### config.mk
export PLATFORM = sky130hd
export DESIGN_NAME = dmx_rdm_frame_receiver
export DESIGN_NICKNAME = d
export VERILOG_FILES = /design/src/design/dmxrdm_pkg.sv /design/src/design/dmx_rdm_frame_receiver.sv /design/src/design/dmxrdm_parser.sv /design/src/design/dmxrdm_out_skid.sv
export SDC_FILE = /design/constraint.sdc
export NUM_CORES = 1
export LEC_CHECK = 0
export BUFFER_PORTS_ARGS = -buffer_cell sky130_fd_sc_hd__buf_4
export CORE_MARGIN = 3
export CORE_UTILIZATION = 62
export CTS_BUF_LIST = sky130_fd_sc_hd__clkbuf_4 sky130_fd_sc_hd__clkbuf_8 sky130_fd_sc_hd__clkbuf_16
export DETAILED_ROUTE_END_ITERATION = 7
export PLACE_DENSITY = 0.82
export SYNTH_ARGS = -nofsm -noshare
export SYNTH_HDL_FRONTEND = slang
export SYNTH_HIERARCHICAL = 1
export SYNTH_SLANG_ARGS = --single-unit
export TNS_END_PERCENT = 10
### constraint.sdc
create_clock -name clk -period 8.05 [get_ports clk]
set_input_delay 0 -clock clk [delete_from_list [all_inputs] [get_ports clk]]
set_output_delay 0 -clock clk [all_outputs]
set_load 0.02 [all_outputs]
### src/design/dmxrdm_pkg.sv
`timescale 1ns / 1ps
// ----------------------------------------------------------------------------
// dmxrdm_pkg
// Shared types and constants of the DMX512 / RDM frame receiver.
// ----------------------------------------------------------------------------
package dmxrdm_pkg;

	// field widths fixed by the interface
	localparam int SLOT_W = 10;
	localparam int TIME_W = 32;
	localparam int MIN_W  = 10;

	// default sizes
	localparam int UNIVERSE_SLOTS_DEF   = 512;
	localparam int RDM_BUFFER_BYTES_DEF = 512;

	// discovery response layout
	localparam int UID_BYTES     = 6;
	localparam int EUID_BYTES    = 2 * UID_BYTES;
	localparam int DISC_CS_BYTES = 4;
	localparam int PREAMBLE_END  = 9;

	// register reset
	localparam logic [MIN_W-1:0] MIN_SLOT_RESET = 10'd44;

	// start codes and markers
	localparam logic [7:0] SC_DMX     = 8'h00;
	localparam logic [7:0] SC_RDM     = 8'hCC;
	localparam logic [7:0] DISC_PRE   = 8'hFE;
	localparam logic [7:0] DISC_SEP   = 8'hAA;
	localparam logic [7:0] RDM_SUB_SC = 8'h01;

	// command codes
	localparam logic CMD_CHAR = 1'b0;
	localparam logic CMD_TICK = 1'b1;

	// packet kinds
	localparam logic [1:0] KIND_NONE = 2'd0;
	localparam logic [1:0] KIND_DMX  = 2'd1;
	localparam logic [1:0] KIND_RDM  = 2'd2;
	localparam logic [1:0] KIND_DISC = 2'd3;

	// packet events
	localparam logic [1:0] EV_NONE     = 2'd0;
	localparam logic [1:0] EV_GOOD     = 2'd1;
	localparam logic [1:0] EV_REJECT   = 2'd2;
	localparam logic [1:0] EV_OVERFLOW = 2'd3;

	typedef struct packed {
		logic              cmd;
		logic [7:0]        rx_byte;
		logic              is_break;
		logic [TIME_W-1:0] time_us;
	} in_item_t;

	typedef struct packed {
		logic [1:0]        packet_kind;
		logic              byte_valid;
		logic [SLOT_W-1:0] slot_index;
		logic [7:0]        slot_byte;
		logic [1:0]        packet_event;
		logic [SLOT_W-1:0] dmx_slot_count;
		logic [TIME_W-1:0] slot_time_us;
		logic [TIME_W-1:0] break_to_break_us;
		logic              break_to_break_valid;
	} out_item_t;

endpackage

### src/design/dmx_rdm_frame_receiver.sv
`timescale 1ns / 1ps
// ----------------------------------------------------------------------------
// dmx_rdm_frame_receiver
// DMX512 / RDM frame receiver: parses timestamped UART characters and ticks.
//
// Input channel (in_valid / in_stall / in_data): one UART character, a byte
// or a break, with its microsecond timestamp, or a timer tick. Output channel
// (out_valid / out_stall / out_data): the stored slot byte with its index,
// packet kind and events (DMX complete, RDM checksum result or overflow,
// discovery response complete), slot time and break-to-break time.
// A transfer may cause no result (breaks, ignored bytes, quiet ticks).
// Throughput is one transfer per cycle while in_stall is low; each result is
// registered on its way to the output. The frame state is updated by one
// pass of logic per transfer, and the result register plus one skid entry
// decouple the sides: in_stall rises only when both hold an undelivered result.
// cfg_wr_en / cfg_wr_data set the slot time floor (reset 44 us); write it
// while the block is idle. Reset puts the receiver in the idle phase with
// all timestamps and history cleared and drops any pending result.
// ----------------------------------------------------------------------------
module dmx_rdm_frame_receiver #(
	parameter int UNIVERSE_SLOTS   = dmxrdm_pkg::UNIVERSE_SLOTS_DEF,
	parameter int RDM_BUFFER_BYTES = dmxrdm_pkg::RDM_BUFFER_BYTES_DEF
) (
	input  logic                         clk,
	input  logic                         arst_n,
	input  logic                         in_valid,
	output logic                         in_stall,
	input  dmxrdm_pkg::in_item_t         in_data,
	output logic                         out_valid,
	input  logic                         out_stall,
	output dmxrdm_pkg::out_item_t        out_data,
	input  logic                         cfg_wr_en,
	input  logic [dmxrdm_pkg::MIN_W-1:0] cfg_wr_data
);
	import dmxrdm_pkg::*;

	logic      fire;
	logic      res_valid;
	out_item_t res;
	logic      full;

	// input transfer
	assign fire     = in_valid & ~full;
	assign in_stall = full;

	dmxrdm_parser #(
		.UNIVERSE_SLOTS   (UNIVERSE_SLOTS),
		.RDM_BUFFER_BYTES (RDM_BUFFER_BYTES)
	) u_parser (
		.clk         (clk),
		.arst_n      (arst_n),
		.fire        (fire),
		.item        (in_data),
		.cfg_wr_en   (cfg_wr_en),
		.cfg_wr_data (cfg_wr_data),
		.res_valid   (res_valid),
		.res         (res)
	);

	dmxrdm_out_skid u_out (
		.clk       (clk),
		.arst_n    (arst_n),
		.push      (fire & res_valid),
		.push_data (res),
		.full      (full),
		.out_valid (out_valid),
		.out_stall (out_stall),
		.out_data  (out_data)
	);

endmodule

### src/design/dmxrdm_parser.sv
`timescale 1ns / 1ps
// ----------------------------------------------------------------------------
// dmxrdm_parser
// Frame state machine: decodes one character or tick per transfer and
// produces at most one result item.
// ----------------------------------------------------------------------------
module dmxrdm_parser #(
	parameter int UNIVERSE_SLOTS   = dmxrdm_pkg::UNIVERSE_SLOTS_DEF,
	parameter int RDM_BUFFER_BYTES = dmxrdm_pkg::RDM_BUFFER_BYTES_DEF
) (
	input  logic                         clk,
	input  logic                         arst_n,
	input  logic                         fire,
	input  dmxrdm_pkg::in_item_t         item,
	input  logic                         cfg_wr_en,
	input  logic [dmxrdm_pkg::MIN_W-1:0] cfg_wr_data,
	output logic                         res_valid,
	output dmxrdm_pkg::out_item_t        res
);
	import dmxrdm_pkg::*;

	localparam int MAX_POS = (RDM_BUFFER_BYTES > UNIVERSE_SLOTS + 1) ?
		RDM_BUFFER_BYTES : UNIVERSE_SLOTS + 1;
	localparam int POS_W = $clog2(MAX_POS + 1);

	// phase codes
	localparam logic [3:0] PH_IDLE  = 4'd0;
	localparam logic [3:0] PH_BREAK = 4'd1;
	localparam logic [3:0] PH_DMX   = 4'd2;
	localparam logic [3:0] PH_RDM   = 4'd3;
	localparam logic [3:0] PH_CSH   = 4'd4;
	localparam logic [3:0] PH_CSL   = 4'd5;
	localparam logic [3:0] PH_DFE   = 4'd6;
	localparam logic [3:0] PH_EUID  = 4'd7;
	localparam logic [3:0] PH_ECS   = 4'd8;

	logic [MIN_W-1:0]  min_slot_q;
	logic [3:0]        phase_q,      phase_d;
	logic [POS_W-1:0]  pos_q,        pos_d;
	logic [4:0]        disc_cnt_q,   disc_cnt_d;
	logic [15:0]       rdm_sum_q,    rdm_sum_d;
	logic [7:0]        rdm_len_q,    rdm_len_d;
	logic [7:0]        rdm_sub_q,    rdm_sub_d;
	logic [TIME_W-1:0] last_time_q,  last_time_d;
	logic [TIME_W-1:0] slot_time_q,  slot_time_d;
	logic [TIME_W-1:0] brk_latest_q, brk_latest_d;
	logic [TIME_W-1:0] brk_prev_q,   brk_prev_d;
	logic              prev_dmx_q,   prev_dmx_d;

	logic [POS_W-1:0]  pos_inc;
	logic [TIME_W-1:0] elapsed;
	logic [TIME_W-1:0] floored;
	logic [15:0]       sum_add;
	logic [15:0]       sum_csl;
	logic [4:0]        disc_inc;

	assign pos_inc  = pos_q + 1'b1;
	assign elapsed  = item.time_us - last_time_q;
	assign floored  = (elapsed < TIME_W'(min_slot_q)) ? TIME_W'(min_slot_q) : elapsed;
	assign sum_add  = rdm_sum_q + {8'h00, item.rx_byte};
	assign sum_csl  = rdm_sum_q - {8'h00, item.rx_byte};
	assign disc_inc = disc_cnt_q + 1'b1;

	// next state and result for the item on the input
	always_comb begin
		phase_d      = phase_q;
		pos_d        = pos_q;
		disc_cnt_d   = disc_cnt_q;
		rdm_sum_d    = rdm_sum_q;
		rdm_len_d    = rdm_len_q;
		rdm_sub_d    = rdm_sub_q;
		last_time_d  = last_time_q;
		slot_time_d  = slot_time_q;
		brk_latest_d = brk_latest_q;
		brk_prev_d   = brk_prev_q;
		prev_dmx_d   = prev_dmx_q;
		res_valid    = 1'b0;
		res          = '0;
		if (item.cmd == CMD_TICK) begin
			// slot timeout closes a dmx packet
			if (phase_q == PH_DMX && elapsed > slot_time_q) begin
				phase_d            = PH_IDLE;
				res_valid          = 1'b1;
				res.packet_kind    = KIND_DMX;
				res.packet_event   = EV_GOOD;
				res.dmx_slot_count = SLOT_W'(pos_q - 1'b1);
				res.slot_time_us   = slot_time_q;
			end
		end else if (item.is_break) begin
			phase_d      = PH_BREAK;
			brk_latest_d = item.time_us;
			last_time_d  = item.time_us;
		end else begin
			last_time_d    = item.time_us;
			res.slot_byte  = item.rx_byte;
			res.slot_index = SLOT_W'(pos_q);
			case (phase_q)
				PH_IDLE: begin
					if (item.rx_byte == DISC_PRE) begin
						phase_d         = PH_DFE;
						pos_d           = POS_W'(1);
						res_valid       = 1'b1;
						res.packet_kind = KIND_DISC;
						res.byte_valid  = 1'b1;
						res.slot_index  = '0;
					end
				end
				PH_BREAK: begin
					res.slot_index = '0;
					if (item.rx_byte == SC_DMX) begin
						// break to break time only when the last break was dmx too
						if (prev_dmx_q) begin
							res.break_to_break_us    = brk_latest_q - brk_prev_q;
							res.break_to_break_valid = 1'b1;
						end
						prev_dmx_d       = 1'b1;
						brk_prev_d       = brk_latest_q;
						phase_d          = PH_DMX;
						pos_d            = POS_W'(1);
						res_valid        = 1'b1;
						res.packet_kind  = KIND_DMX;
						res.byte_valid   = 1'b1;
						res.slot_time_us = slot_time_q;
					end else if (item.rx_byte == SC_RDM) begin
						phase_d         = PH_RDM;
						rdm_sum_d       = 16'(SC_RDM);
						pos_d           = POS_W'(1);
						prev_dmx_d      = 1'b0;
						res_valid       = 1'b1;
						res.packet_kind = KIND_RDM;
						res.byte_valid  = 1'b1;
					end else begin
						phase_d    = PH_IDLE;
						prev_dmx_d = 1'b0;
					end
				end
				PH_DMX: begin
					slot_time_d      = floored;
					pos_d            = pos_inc;
					res_valid        = 1'b1;
					res.packet_kind  = KIND_DMX;
					res.byte_valid   = 1'b1;
					res.slot_time_us = floored;
					if (pos_inc > POS_W'(UNIVERSE_SLOTS)) begin
						phase_d            = PH_IDLE;
						res.packet_event   = EV_GOOD;
						res.dmx_slot_count = SLOT_W'(UNIVERSE_SLOTS);
					end
				end
				PH_RDM: begin
					res_valid       = 1'b1;
					res.packet_kind = KIND_RDM;
					if (pos_q >= POS_W'(RDM_BUFFER_BYTES)) begin
						// buffer full: drop the message
						phase_d          = PH_IDLE;
						res.packet_event = EV_OVERFLOW;
						res.slot_index   = '0;
						res.slot_byte    = '0;
					end else begin
						rdm_sum_d = sum_add;
						if (pos_q == POS_W'(1)) begin
							rdm_sub_d = item.rx_byte;
						end
						if (pos_q == POS_W'(2)) begin
							rdm_len_d = item.rx_byte;
						end
						pos_d = pos_inc;
						// length compare only once the length byte is in
						if (pos_inc >= POS_W'(3) && pos_inc == POS_W'(rdm_len_d)) begin
							phase_d = PH_CSH;
						end
						res.byte_valid = 1'b1;
					end
				end
				PH_CSH: begin
					rdm_sum_d       = rdm_sum_q - {item.rx_byte, 8'h00};
					pos_d           = pos_inc;
					phase_d         = PH_CSL;
					res_valid       = 1'b1;
					res.packet_kind = KIND_RDM;
					res.byte_valid  = 1'b1;
				end
				PH_CSL: begin
					rdm_sum_d       = sum_csl;
					pos_d           = pos_inc;
					phase_d         = PH_IDLE;
					res_valid       = 1'b1;
					res.packet_kind = KIND_RDM;
					res.byte_valid  = 1'b1;
					res.packet_event = (sum_csl == 16'h0000 && rdm_sub_q == RDM_SUB_SC) ?
						EV_GOOD : EV_REJECT;
				end
				PH_DFE: begin
					pos_d = pos_inc;
					if (item.rx_byte == DISC_SEP || pos_inc == POS_W'(PREAMBLE_END)) begin
						phase_d    = PH_EUID;
						disc_cnt_d = '0;
					end
					res_valid       = 1'b1;
					res.packet_kind = KIND_DISC;
					res.byte_valid  = 1'b1;
				end
				PH_EUID: begin
					pos_d      = pos_inc;
					disc_cnt_d = disc_inc;
					if (disc_inc == 5'(EUID_BYTES)) begin
						phase_d    = PH_ECS;
						disc_cnt_d = '0;
					end
					res_valid       = 1'b1;
					res.packet_kind = KIND_DISC;
					res.byte_valid  = 1'b1;
				end
				PH_ECS: begin
					pos_d      = pos_inc;
					disc_cnt_d = disc_inc;
					if (disc_inc == 5'(DISC_CS_BYTES)) begin
						phase_d          = PH_IDLE;
						disc_cnt_d       = '0;
						res.packet_event = EV_GOOD;
					end
					res_valid       = 1'b1;
					res.packet_kind = KIND_DISC;
					res.byte_valid  = 1'b1;
				end
				default: begin
					phase_d    = PH_IDLE;
					prev_dmx_d = 1'b0;
				end
			endcase
		end
	end

	// slot time floor register
	always_ff @(posedge clk or negedge arst_n) begin
		if (!arst_n) begin
			min_slot_q <= MIN_SLOT_RESET;
		end else if (cfg_wr_en) begin
			min_slot_q <= cfg_wr_data;
		end
	end

	// frame state, updated on each input transfer
	always_ff @(posedge clk or negedge arst_n) begin
		if (!arst_n) begin
			phase_q      <= PH_IDLE;
			pos_q        <= '0;
			disc_cnt_q   <= '0;
			rdm_sum_q    <= '0;
			rdm_len_q    <= '0;
			rdm_sub_q    <= '0;
			last_time_q  <= '0;
			slot_time_q  <= '0;
			brk_latest_q <= '0;
			brk_prev_q   <= '0;
			prev_dmx_q   <= 1'b0;
		end else if (fire) begin
			phase_q      <= phase_d;
			pos_q        <= pos_d;
			disc_cnt_q   <= disc_cnt_d;
			rdm_sum_q    <= rdm_sum_d;
			rdm_len_q    <= rdm_len_d;
			rdm_sub_q    <= rdm_sub_d;
			last_time_q  <= last_time_d;
			slot_time_q  <= slot_time_d;
			brk_latest_q <= brk_latest_d;
			brk_prev_q   <= brk_prev_d;
			prev_dmx_q   <= prev_dmx_d;
		end
	end

endmodule

### src/design/dmxrdm_out_skid.sv
`timescale 1ns / 1ps
// ----------------------------------------------------------------------------
// dmxrdm_out_skid
// Result register with one skid entry, so the input side can still take a
// transfer while the output stalls; full rises once the skid entry is used.
// ----------------------------------------------------------------------------
module dmxrdm_out_skid (
	input  logic                  clk,
	input  logic                  arst_n,
	input  logic                  push,
	input  dmxrdm_pkg::out_item_t push_data,
	output logic                  full,
	output logic                  out_valid,
	input  logic                  out_stall,
	output dmxrdm_pkg::out_item_t out_data
);
	import dmxrdm_pkg::*;

	logic      valid_q;
	logic      skid_valid_q;
	out_item_t data_q;
	out_item_t skid_q;

	assign full      = skid_valid_q;
	assign out_valid = valid_q;
	assign out_data  = data_q;

	// valid flags
	always_ff @(posedge clk or negedge arst_n) begin
		if (!arst_n) begin
			valid_q      <= 1'b0;
			skid_valid_q <= 1'b0;
		end else if (!valid_q || !out_stall) begin
			valid_q      <= skid_valid_q | push;
			skid_valid_q <= 1'b0;
		end else if (push) begin
			skid_valid_q <= 1'b1;
		end
	end

	// payload
	always_ff @(posedge clk) begin
		if (!valid_q || !out_stall) begin
			data_q <= skid_valid_q ? skid_q : push_data;
		end else if (push) begin
			skid_q <= push_data;
		end
	end

endmodule
# [After elaboration in Yosys (flattened, before gate mapping)]
# Cells that the tools add are included.
[totals] ff_bits=388 latch_bits=0 ram_bits=0 romBits=0 output_inout_bits=100 elab_cells=184 memories=0
[classes] n_addsub=8 mul=0 n_div=0 magnitude_cmp=5 n_eq_ne=31 n_shift=0 n_mux=68 n_bitwise=9 n_reduce_logical=31
[op_table] operator="$mux W98" count=2
[op_table] operator="$mux W33" count=3
[op_table] operator="$mux W65" count=1
[op_table] operator="$pmux W16 S4" count=1
[op_table] operator="$pmux W32 S2" count=1
[op_table] operator="$sub A32 B32 Y32" count=2
[op_table] operator="$mux W10" count=5
[op_table] operator="$mux W16" count=3
[op_table] operator="$mux W8" count=6
[op_table] operator="$mux W4" count=11
[op_table] operator="$mux W44" count=1
[op_table] operator="$mux W43" count=1
[op_table] operator="$pmux W10 S4" count=1
[op_table] operator="$gt A32 B32 Y1" count=1
[op_table] operator="$lt A32 B10 Y1" count=1
[op_table] operator="$mux W32" count=1
[op_table] operator="$pmux W4 S8" count=1
[op_table] operator="$pmux W10 S3" count=1
[op_table] operator="$eq A8 B8 Y1 const B" count=3
[op_table] operator="$mux W20" count=1
[op_table] operator="$mux W19" count=1
[op_table] operator="$pmux W3 S6" count=1
[op_table] operator="$add A16 B8 Y16" count=1
[op_table] operator="$eq A4 B3 Y1 const B" count=4
[op_table] operator="58 further kinds" count=98

# [Logic depth before layout (Yosys ltp)]
# Gate-level depths: netlist of the first run.
[depth] word_depth=13 ltp_mapped=23

# [Cells and area by module]
# Netlist of the first run, hierarchy kept.
[by_module_without_submodules] module="dmxrdm_parser" n_inst=1 cells_each=1720 area_per_inst_um2=14876.8
[by_module_without_submodules] module="dmxrdm_out_skid" n_inst=1 cells_each=311 area_per_inst_um2=7647.3
[by_module_without_submodules] module="dmx_rdm_frame_receiver" n_inst=1 cells_each=2 area_per_inst_um2=15.0

# [Least setup slack after synthesis of the first run]
# No wires, ideal clock.
[synth_path] path_kind="reg-to-reg" start="reg u_parser.last_time_q[0]" end="reg u_out/skid_q[0] in the netlist's numbering (enable)" setup_ps=469 arrival_ps=6270 path_slack_ps=1311 path_stages_with_launch=22 n_path_buf=1 synth_period_minus_slack_ps=6739 cell_sequence="dfrtp_1 > ha_1 > fa_1 > nand2b_1 > a21oi_2 > a211oi_4 > o211ai_2 > o31ai_4 > o31a_1 > xnor2_1 > ha_1 > nand2_1 > nor4_1 > o21ai_0 > nor2_1 > o211ai_1 > a31oi_1 > nand2_1 > clkbuf_1 > o21ai_0 > and3b_1 > and3_1"
[synth_via] elab_chain_len=7
[synth_lines] item="from (decl)" line_no="dmxrdm_parser.sv:44" source="logic [TIME_W-1:0] last_time_q, last_time_d;"
[synth_lines] item="from (signal assigned)" line_no="dmxrdm_parser.sv:264" source="last_time_q <= last_time_d;"
[synth_lines] item="$sub A32 B32 Y32" line_no="dmxrdm_parser.sv:58" source="assign elapsed = item.time_us - last_time_q;"
[synth_lines] item="$gt A32 B32 Y1" line_no="dmxrdm_parser.sv:81" source="if (phase_q == PH_DMX && elapsed > slot_time_q) begin"
[synth_lines] item="$logic_and A1 B1 Y1" line_no="dmxrdm_parser.sv:81"
[synth_lines] item="$mux W1" line_no="dmxrdm_parser.sv:81"
[synth_lines] item="$mux W1" line_no="dmxrdm_parser.sv:79" source="if (item.cmd == CMD_TICK) begin"
[synth_lines] item="via res_valid" line_no="dmx_rdm_frame_receiver.sv:38" source="logic res_valid;"
[synth_lines] item="$and A1 B1 Y1" line_no="dmx_rdm_frame_receiver.sv:63" source=".push (fire & res_valid),"
[synth_lines] item="$reduce_and A2 Y1 (no source line)"
[synth_lines] item="to (signal assigned)" line_no="dmxrdm_out_skid.sv:46" source="skid_q <= push_data;"
[synth_lines] item="to (decl)" line_no="dmxrdm_out_skid.sv:22" source="out_item_t skid_q;"
# The timed path passes the listed nets, and every way through them passes these cells.
# A chain may end at the register's enable or synchronous reset.

# [Final worst setup path of the first run]
[layout_path] start="reg u_parser.last_time_q[0]" end="reg u_out/skid_q[60] in the netlist's numbering (enable)"
# Same word-level chain as after synthesis.

==> results of run 1 <==
## layout by cell type (no fill, tap or decap), types with 9 or more instances in the layout
cell type and n:
buf_4 170, nor3_1 29, o2bb2ai_1 10, mux2_4 98, mux2i_1 25, a31oi_1 9, a22o_1 25, xor2_1 33
o21bai_1 21, clkbuf_4 9, nor4_1 16, nand3_1 36, a21o_1 30, or3_1 9, mux2_2 80, nand2b_1 15
dfrtp_1 188, dlygate4sd3_1 76, clkbuf_8 9, o31ai_1 17, inv_1 157, nand2_1 168, nor2b_1 15, o21ai_0 133
edfxtp_1 196, o21ai_1 12, clkbuf_16 44, nand4_1 18, and2_1 20, ha_1 134, and3_1 13, a211oi_1 13
a21oi_1 92, xnor2_1 63, nor2_1 129
## power breakdown
| group | leakage (uW) | switching (uW) | internal [uW] |
|---|---|---|---|
| logic | 0.00611 | 1710 | 1230 |
| clock network | 0.000741 | 818 | 1200 |
| registers | 0.00458 | 312 | 2520 |
| total | 0.0114 | 2840 | 4950 |
## cell type report
cell class / instances / area (um2)
multi-input cells: 1403 / 10700
flip-flops and latches: 388 / 10700
fillers: 2404 / 9580
repair buffers: 248 / 2070
clock buffers: 62 / 1290
inverters: 159 / 597
well taps: 461 / 577
clock inverters: 16 / 184
diodes: 4 / 10.0
## worst reg2reg max path, stage by stage, from the launching register on
cell      delay (ps)
dfrtp_1          380
ha_1             220
fa_1             430
nand2b_1         210
a21oi_2          220
a211oi_4          90
o31ai_1          510
xor2_1           510
ha_1             240
nand4_1           90
nor2_1           170
nand3_1          190
o311ai_0         430
nand3_1          180
a21o_1           190
a31oi_1          320
nand2_1          430
o21ai_0          170
and3b_1          250
and3_4           560
buf_4            560
## state kept, by name, summed over array words and instances (netlist names)
name	cells
u_parser/phase_q	4
u_parser/prev_dmx_q	1
u_parser/slot_time_q	32
u_parser/brk_latest_q	32
u_parser/rdm_len_q	8
u_out/full	1
u_parser/rdm_sub_q	8
u_parser/min_slot_q	10
u_out/out_data	98
u_parser/brk_prev_q	32
u_parser/last_time_q	32
u_parser/pos_q	10
u_out/skid_q	98
u_parser/rdm_sum_q	16
u_parser/disc_cnt_q	5
u_out/out_valid	1
## how the worst min path moves through the flow
stage	start	end	slack, ps
after global routing	in_data[0]	u_parser/last_time_q[0]$_DFFE_PN0P_	220
after detailed placement	arst_n	u_parser/rdm_sum_q[4]$_DFFE_PN0P_	-70
final	in_data[6]	u_parser/last_time_q[6]$_DFFE_PN0P_	220
after floorplan	arst_n	u_out/full$_DFFE_PN0P_	-300
after global placement	arst_n	u_parser/rdm_sum_q[4]$_DFFE_PN0P_	-70
after CTS	in_data[11]	u_parser/last_time_q[11]$_DFFE_PN0P_	190
## synth_stat cells (25+ instances only)
| cell | number |
|---|---|
| a21o_1 | 30 |
| a21oi_1 | 92 |
| a22o_1 | 25 |
| clkbuf_1 | 58 |
| dfrtp_1 | 189 |
| edfxtp_1 | 196 |
| ha_1 | 134 |
| inv_1 | 157 |
| mux2_2 | 80 |
| mux2_4 | 98 |
| mux2i_1 | 25 |
| nand2_1 | 169 |
| nand3_1 | 36 |
| nor2_1 | 129 |
| nor3_1 | 31 |
| o21ai_0 | 133 |
| xnor2_1 | 63 |
| xor2_1 | 33 |
## per-stage QoR
stage	power (uW)	cell area, um2	utilization	hold WS (ps)	setup WS, ps
final	7800	26200	0.732	223	1350
after global routing	8250	26200	0.732	223	1060
after CTS	7790	26200	0.732	188	1510
after detailed placement	5710	23900	0.669	-68.3	1530
after global placement	5600	23900	0.669	-70.4	1760
after floorplan	4840	22500	-	-296	1310
## cell families (layout without fill, tap and decap cells)
| group | count (synthesis) | count (layout) | share of synthesized area |
|---|---|---|---|
| AOI/OAI and AO/OA | 461 | 461 | 0.136 |
| buffers and inverters | 242 | 485 | 0.0506 |
| other | 0 | 4 | 0 |
| xor gates and xnor gates | 96 | 96 | 0.0373 |
| DFF | 388 | 388 | 0.474 |
| muxes | 203 | 203 | 0.116 |
| adders and majority gates | 139 | 139 | 0.0788 |
| and+or+nand+nor | 504 | 504 | 0.106 |
## layer usage
layer | GRT usage | share of wire | vias to the layer above
met5 | 0 | 0.00049 | -
met4 | 0.102 | 0.036 | 4
met3 | 0.0441 | 0.050 | 147
met2 | 0.517 | 0.52 | 531
met1 | 0.343 | 0.40 | 8183
li1 | - | - | 7785
## repair_timing
item,4_1_cts,5_1_grt
gates resized for setup,0,0
hold endpoints to repair,136,0
setup buffers,0,0
hold buffers,77,0
==> flow_summary.toml, run 1 <==
[yosys]
yosysTopAreaCellShare = 0.261
ys_ff_latch = 388
synth_cells = 2033
yosysUniqueCellTypes = 98
yosys-top-cells-area = "edfxtp_1, dfrtp_1, ha_1, mux2_4, mux2_2"
synthArstFlopShare = 0.495
synth_area_leader_cell = "edfxtp_1"
synth_nets = 2229
ys_warn_count = 6
synth-main-ff-cell = "edfxtp_1"
synth_edf_count = 196
synth_seq_area_share = 0.474
syn_area_per_cell_um2 = 11.1
synthesis.area_mm2 = 0.0225

[drt]
routed_via_density = 6.07
drt-pass1-iter-count = 5
ant_nets = 0
vias = 16700
drc = 0
drtIter0Drc = 1112
wl_per_cell_um = 20.1
routed_wl_mm = 55.0

[timing]
rsz0062_at_grt = "false"
fin_crit_sh = 0.832
finalHoldViolations = 0
slew_violations = 0
worstMarginPinSlew_ps = 1280
post-route-min-period_ps = 6700
fmax_ghz = 0.149
final.setup_skew_ps = 19.7
relSlewSlack = 0.147
final.setup.tns_ps = 0
setup_viol = 0

[die]
die_w_um = 197
core_area_mm2 = 0.0357
initial_core_util = 0.631
die_area_mm2 = 0.0387
rows = 69
die-height_um = 197
io_pins = 157

[placement]
dp_hpwl_mm = 37.8
dp_cells = 2582
io_buffers = 156
gp_congestion = 0.923

[global_routing]
grt_overflow = 0
grt_pass1_wl_mm = 89.0
antenna_found_initial = 4
grt_util_all_layers = 0.284
grt_max_degree = 79
grt_pass1_vias = 17500

[setup_path]
path_max_fanout = 35
crit_path_start_kind = "flop"
r2r-start = "u_parser/last_time_q[0]$_DFFE_PN0P_"
crit_required_ps = 8260
reg2reg_depth = 20
critPathLaunch = "u_parser/last_time_q[0]$_DFFE_PN0P_"
arrival_ps = 6910
path_class = "flop to flop"
cp_num_cells = 20
crit_buf_inv = 1
worstPathCellList = "ha_1, fa_1, nand2b_1, a21oi_2, a211oi_4, o31ai_1, xor2_1, ha_1, nand4_1, nor2_1, nand3_1, o311ai_0, nand3_1, a21o_1, a31oi_1, nand2_1, o21ai_0, and3b_1, and3_4, buf_4"
r2r_slack_ps = 1350
crit_family = "simple AND/OR/NAND/NOR gates"
crit_end = "u_out/skid_q[60]$_DFFE_PP_"
cpPeakStageDelay_ps = 560
r2r-end = "u_out/skid_q[60]$_DFFE_PP_"
cpMaxStageDelayCell = "and3_4"
critPathCaptureType = "flop"

[power]
power_density_mw_per_mm2 = 298
ir_worst_vdd_mv = 0.214
p_leak_uw = 0.0114

[clock_network]
cts_tree = "built"
cts_buffers = 42
clockBufferDepth = 3
clk_pin_slew_ps = 60
htreeDepth = 2
root_buffer = "clkbuf_16"
clk_latency_ps = 580
clkSinkCount = 388

[cells_and_area]
area.growth.synth_to_final_pct = 16.1
final_layout_size_suffix_gt1_frac = 0.206
nets = 2438
finalNonFillerCells = 2741

[run_status]
status = "complete, no violations"

[hold_path]
hp-class = "input pin to flop"
hold_depth = 4

[run]
cap_violations = 0
Note: power is estimated with default switching activity, not from simulation.
==> inputs of run 2 (changes only) <==
Clock period 8.05 ns to 6.5 ns, I/O delays scaled along.
==> run 2 against run 1 <==
Total power grew 25%; sequential power grew 23%; die area is the same; combinational power grew 24%; design area grew 0.29%; worst setup slack lost 780 ps; critical path type unchanged; non-clock buffer count shrank 1; fmax grew 13%; core utilization grew 0.21 points; worst hold slack lost 200 ps; sequential cell count is the same.
==> flow_summary.toml, run 2 (synthesis results as in run 1) <==
[power]
ir_worst_vdd_mv = 0.278
p_leak_uw = 0.0114
power_density_mw_per_mm2 = 371
finalPower_uw = 9740

[drt]
top_layer = "met5"
wl_met1_mm = 21.8
drc = 0
routed_wl_mm = 54.3
routed_via_density = 6.11
ant_nets = 0
wl_met3_mm = 2.89
drtIter0Drc = 1359
wl_per_cell_um = 19.9
dr_wl_met2_mm = 27.9
drt-pass1-iter-count = 6
vias = 16700

[placement]
dpl-instance-area_mm2 = 0.0239
gp_congestion = 0.943
dp_hpwl_mm = 37.0
dp_cells = 2583
io_buffers = 156

[cells_and_area]
n_antenna_cell = 0
nets = 2437
final_cell_mix = "edfxtp_1, dfrtp_1, buf_4"
final_area_mm2 = 0.0262
area.growth.synth_to_final_pct = 16.4
final_layout_size_suffix_gt1_frac = 0.205
final_common_cell = "edfxtp_1"
finalNonFillerCells = 2736

[die]
core_area_mm2 = 0.0357
io_pins = 157
initial_core_util = 0.631
rows = 69
die-height_um = 197
die_w_um = 197
die_area_mm2 = 0.0387

[run_status]
status = "complete, no violations"

[timing]
worstMarginPinSlew_ps = 1150
post-route-min-period_ps = 5930
setup_viol = 0
relSlewSlack = 0.232
finalHoldViolations = 0
final.setup.tns_ps = 0
fmax_ghz = 0.169
whs_ps = 22.3
slew_violations = 0
rsz0062_at_grt = "false"
final.setup_skew_ps = 14.8
fin_crit_sh = 0.912

[global_routing]
grt_pass1_wl_mm = 88.0
grt_pass1_vias = 17200
antenna_found_initial = 2
grt_overflow = 0
grt_max_degree = 77
grt_util_all_layers = 0.280

[clock_network]
clk_latency_ps = 570
cts_buffers = 42
cts_setup_buffers = 0
postCtsResizedCells = 0
clk_pin_slew_ps = 60
root_buffer = "clkbuf_16"
clockBufferDepth = 3
cts_tree = "built"
htreeDepth = 2
clkSinkCount = 388

[setup_path]
arrival_ps = 6180
path_max_fanout = 35
path_class = "flop to flop"
critPathCaptureType = "flop"
crit_required_ps = 6750
crit_path_start_kind = "flop"

[run]
cap_violations = 0

[hold_path]
hp-class = "input pin to flop"
==> run 2: repair_timing <==
action                                  in CTS  in global routing
hold endpoints to repair                   147                  0
endpoints found under the setup margin       0                  0
hold buffers                                75                  0
==> run 2: worst paths after layout <==
path	to	from	cells past startpoint	slack [ps]
hold reg to reg	u_parser/rdm_len_q[4]$_DFFE_PN0P_	u_parser/rdm_len_q[4]$_DFFE_PN0P_	2	480
max in group asynchronous	u_parser/min_slot_q[0]$_DFFE_PN0P_	arst_n	3	5500
setup reg to reg	u_out/skid_q[8]$_DFFE_PP_	u_parser/last_time_q[0]$_DFFE_PN0P_	21	570
min in group asynchronous	u_parser/rdm_sum_q[3]$_DFFE_PN0P_	arst_n	3	30
hold / removal	u_parser/rdm_len_q[1]$_DFFE_PN0P_	in_data[34]	3	20
setup / recovery	u_out/skid_q[8]$_DFFE_PP_	u_parser/last_time_q[0]$_DFFE_PN0P_	21	570
==> run 2: routing by layer <==
metal / track usage / vias to the layer above
li1: - / 7779
met5: 0 / -
met3: 0.0410 / 133
met2: 0.500 / 613
met1: 0.349 / 8197
met4: 0.103 / 2
==> run 2: power by group <==
part | total [uW] | internal, uW | leakage (uW) | switching, uW
combinational | 3660 | 1530 | 0.00611 | 2120
sequential | 3490 | 3120 | 0.00458 | 366
clock | 2600 | 1620 | 0.000760 | 985
total | 9740 | 6270 | 0.0114 | 3480
==> run 2: area by class of cell <==
cell class	count	area, um2
multi-input cells	1403	10700
inverters	159	597
well taps	461	577
clock inverters	17	224
fillers	2395	9510
repair buffers	247	2090
clock buffers	61	1320
flip-flops and latches	388	10700
==> run 2: worst max-delay path, cell delays in order (launching register included) <==
cell,delay [ps]
dfrtp_1,380
ha_1,200
fa_1,420
nand2b_1,210
a21oi_2,220
a211oi_4,90
o31ai_1,420
xor2_1,380
ha_1,210
nand4_1,90
nor2_1,140
nand3_1,150
o311ai_0,490
nand3_1,180
a21o_1,200
a31oi_1,330
nand2_1,100
buf_4,200
o21ai_0,80
and3b_1,230
and3_4,540
buf_12,290
==> run 2: metrics by stage <==
step,utilization,setup WS [ps]
after detailed placement,0.669,764
after global routing,0.734,191
after global placement,0.669,1050
after CTS,0.734,729
after floorplan,-,865
final,0.734,570
==> inputs of run 3 (changes only) <==
--- a/config.mk
+++ b/config.mk
@@ -12,2 +12,4 @@
 export DETAILED_ROUTE_END_ITERATION = 7
+export GPL_ROUTABILITY_DRIVEN = 0
+export HOLD_SLACK_MARGIN = 0.03
 export PLACE_DENSITY = 0.82
==> constraint.sdc (replaced) <==
create_clock -name clk -period 6.5 [get_ports clk]
set_input_delay 0.65 -clock clk [delete_from_list [all_inputs] [get_ports clk]]
set_output_delay 0.65 -clock clk [all_outputs]
set_load 0.02 [all_outputs]
==> run 3 against run 2 <==
Design area fell by 3.6%; register-to-register slack improved by 320 ps; fmax increased by 5.7%; combinational power decreased by 2%; via count fell by 2.7%; worst setup slack better by 320 ps; routed wire length fell by 4.1%; critical endpoint is now u_out/skid_q[30]$_DFFE_PP_; highest routed layer unchanged.
==> flow_summary.toml, run 3 (synthesis results as in run 1) <==
[placement]
dp_hpwl_mm = 37.1
io_buffers = 156

[cells_and_area]
area.growth.synth_to_final_pct = 12.2
final_cell_mix = "edfxtp_1, dfrtp_1, buf_4"
n_antenna_cell = 0
final_layout_size_suffix_gt1_frac = 0.211
final_common_cell = "edfxtp_1"
nets = 2363
final_util = 0.707

[timing]
rsz0062_at_grt = "false"
fin_crit_sh = 0.863
relSlewSlack = 0.245
slew_violations = 0
post-route-min-period_ps = 5610
fmax_ghz = 0.178
final.setup.tns_ps = 0
worstMarginPinSlew_ps = 1130
finalHoldViolations = 0
setup_viol = 0
whs_ps = 187
final.setup_skew_ps = 23.4

[setup_path]
cpPeakStageDelay_ps = 570
cpMaxStageDelayCell = "and3_4"
worstPathCellList = "ha_1, fa_1, nand2b_1, a21oi_2, a211oi_4, o31ai_1, xor2_1, ha_1, nand4_1, nor2_1, nand3_1, o311ai_0, nand3_1, a21o_1, a31oi_1, nand2_1, o21ai_0, and3b_1, and3_4, buf_12"
crit_required_ps = 6710
arrival_ps = 5820
critPathCaptureType = "flop"
path_class = "flop to flop"
crit_path_start_kind = "flop"
crit_family = "compound AO/OA/AOI/OAI gates"
crit_buf_inv = 1
path_max_fanout = 34

[power]
clock_power_share = 0.246
p_leak_uw = 0.0111
sw_frac_of_total = 0.364
switching_power_uw = 3430
pwr-share-seq = 0.372
finalPower_uw = 9410
power_density_mw_per_mm2 = 372
ir_worst_vdd_mv = 0.257
combPwrFrac = 0.382
p_int_uw = 5980

[global_routing]
grt_pass1_vias = 16400
grt_util_all_layers = 0.267
grt_overflow = 0
grt_max_degree = 98
antenna_found_initial = 4
grt_pass1_wl_mm = 84.0

[clock_network]
clk_pin_slew_ps = 60
root_buffer = "clkbuf_16"
clockBufferDepth = 3
postCtsResizedCells = 0
ctsHoldBuffers = 0
clkSinkCount = 388
cts_setup_buffers = 0
cts_buffers = 41
clk_latency_ps = 540
htreeDepth = 2
cts_tree = "built"

[run]
cap_violations = 0

[die]
die-height_um = 197
initial_core_util = 0.631
io_pins = 157
rows = 69
die_w_um = 197
core_area_mm2 = 0.0357
die_area_mm2 = 0.0387

[drt]
routed_wl_mm = 52.1
drt-pass1-iter-count = 6
wl_per_cell_um = 19.6
drtIter0Drc = 1283
routed_via_density = 6.12
drc = 0
ant_nets = 0
vias = 16300

[run_status]
status = "complete, no violations"

[hold_path]
hp-class = "input pin to asynchronous set/reset pin"
-- run 3: through the flow --
stage	worst slack (ps)	instance area [um2]	cells
2_1_floorplan	530	22500	2033
4_1_cts	995	25300	2658
5_1_grt	410	25300	2658
6_report	891	25300	2658
3_3_place_gp	756	24000	2585
3_5_place_dp	617	24000	2585
-- run 3: metal layers --
metal | share of wire | vias up | global-route usage | wire (um)
met5 | 0.00086 | - | 0 | 45
met4 | 0.034 | 6 | 0.0940 | 1760
met3 | 0.059 | 145 | 0.0474 | 3080
met2 | 0.51 | 554 | 0.479 | 26600
met1 | 0.40 | 7959 | 0.326 | 20600
li1 | - | 7615 | - | -
-- run 3: power by group through the flow --
stage	combinational, uW	sequential, uW	clock (uW)
4_1_cts	3560	3500	2360
5_1_grt	3940	3560	2450
2_1_floorplan	2340	3650	0
3_3_place_gp	3410	3520	0
6_report	3600	3500	2310
3_5_place_dp	3530	3540	0
-- run 3: layout make-up --
type                       count  area [um2]
multi-input combinational   1403       10700
clock buffer                  62        1240
fill                        2537       10500
inverter                     159         597
timing repair buffer         174        1350
tap                          461         577
sequential                   388       10700
clock inverter                11        88.8
-- run 3: path summary, 6_finish.rpt --
check	from	to	slack, ps	cells past startpoint
setup / recovery	u_parser/last_time_q[0]$_DFFE_PN0P_	u_out/skid_q[30]$_DFFE_PP_	890	20
hold / removal	arst_n	u_parser/rdm_sum_q[4]$_DFFE_PN0P_	190	1
setup reg to reg	u_parser/last_time_q[0]$_DFFE_PN0P_	u_out/skid_q[30]$_DFFE_PP_	890	20
hold reg to reg	u_parser/rdm_len_q[7]$_DFFE_PN0P_	u_parser/rdm_len_q[7]$_DFFE_PN0P_	480	2
max in group asynchronous	arst_n	u_out/full$_DFFE_PN0P_	5250	2
min in group clk	cfg_wr_data[3]	u_parser/min_slot_q[3]$_DFFE_PN1P_	320	3
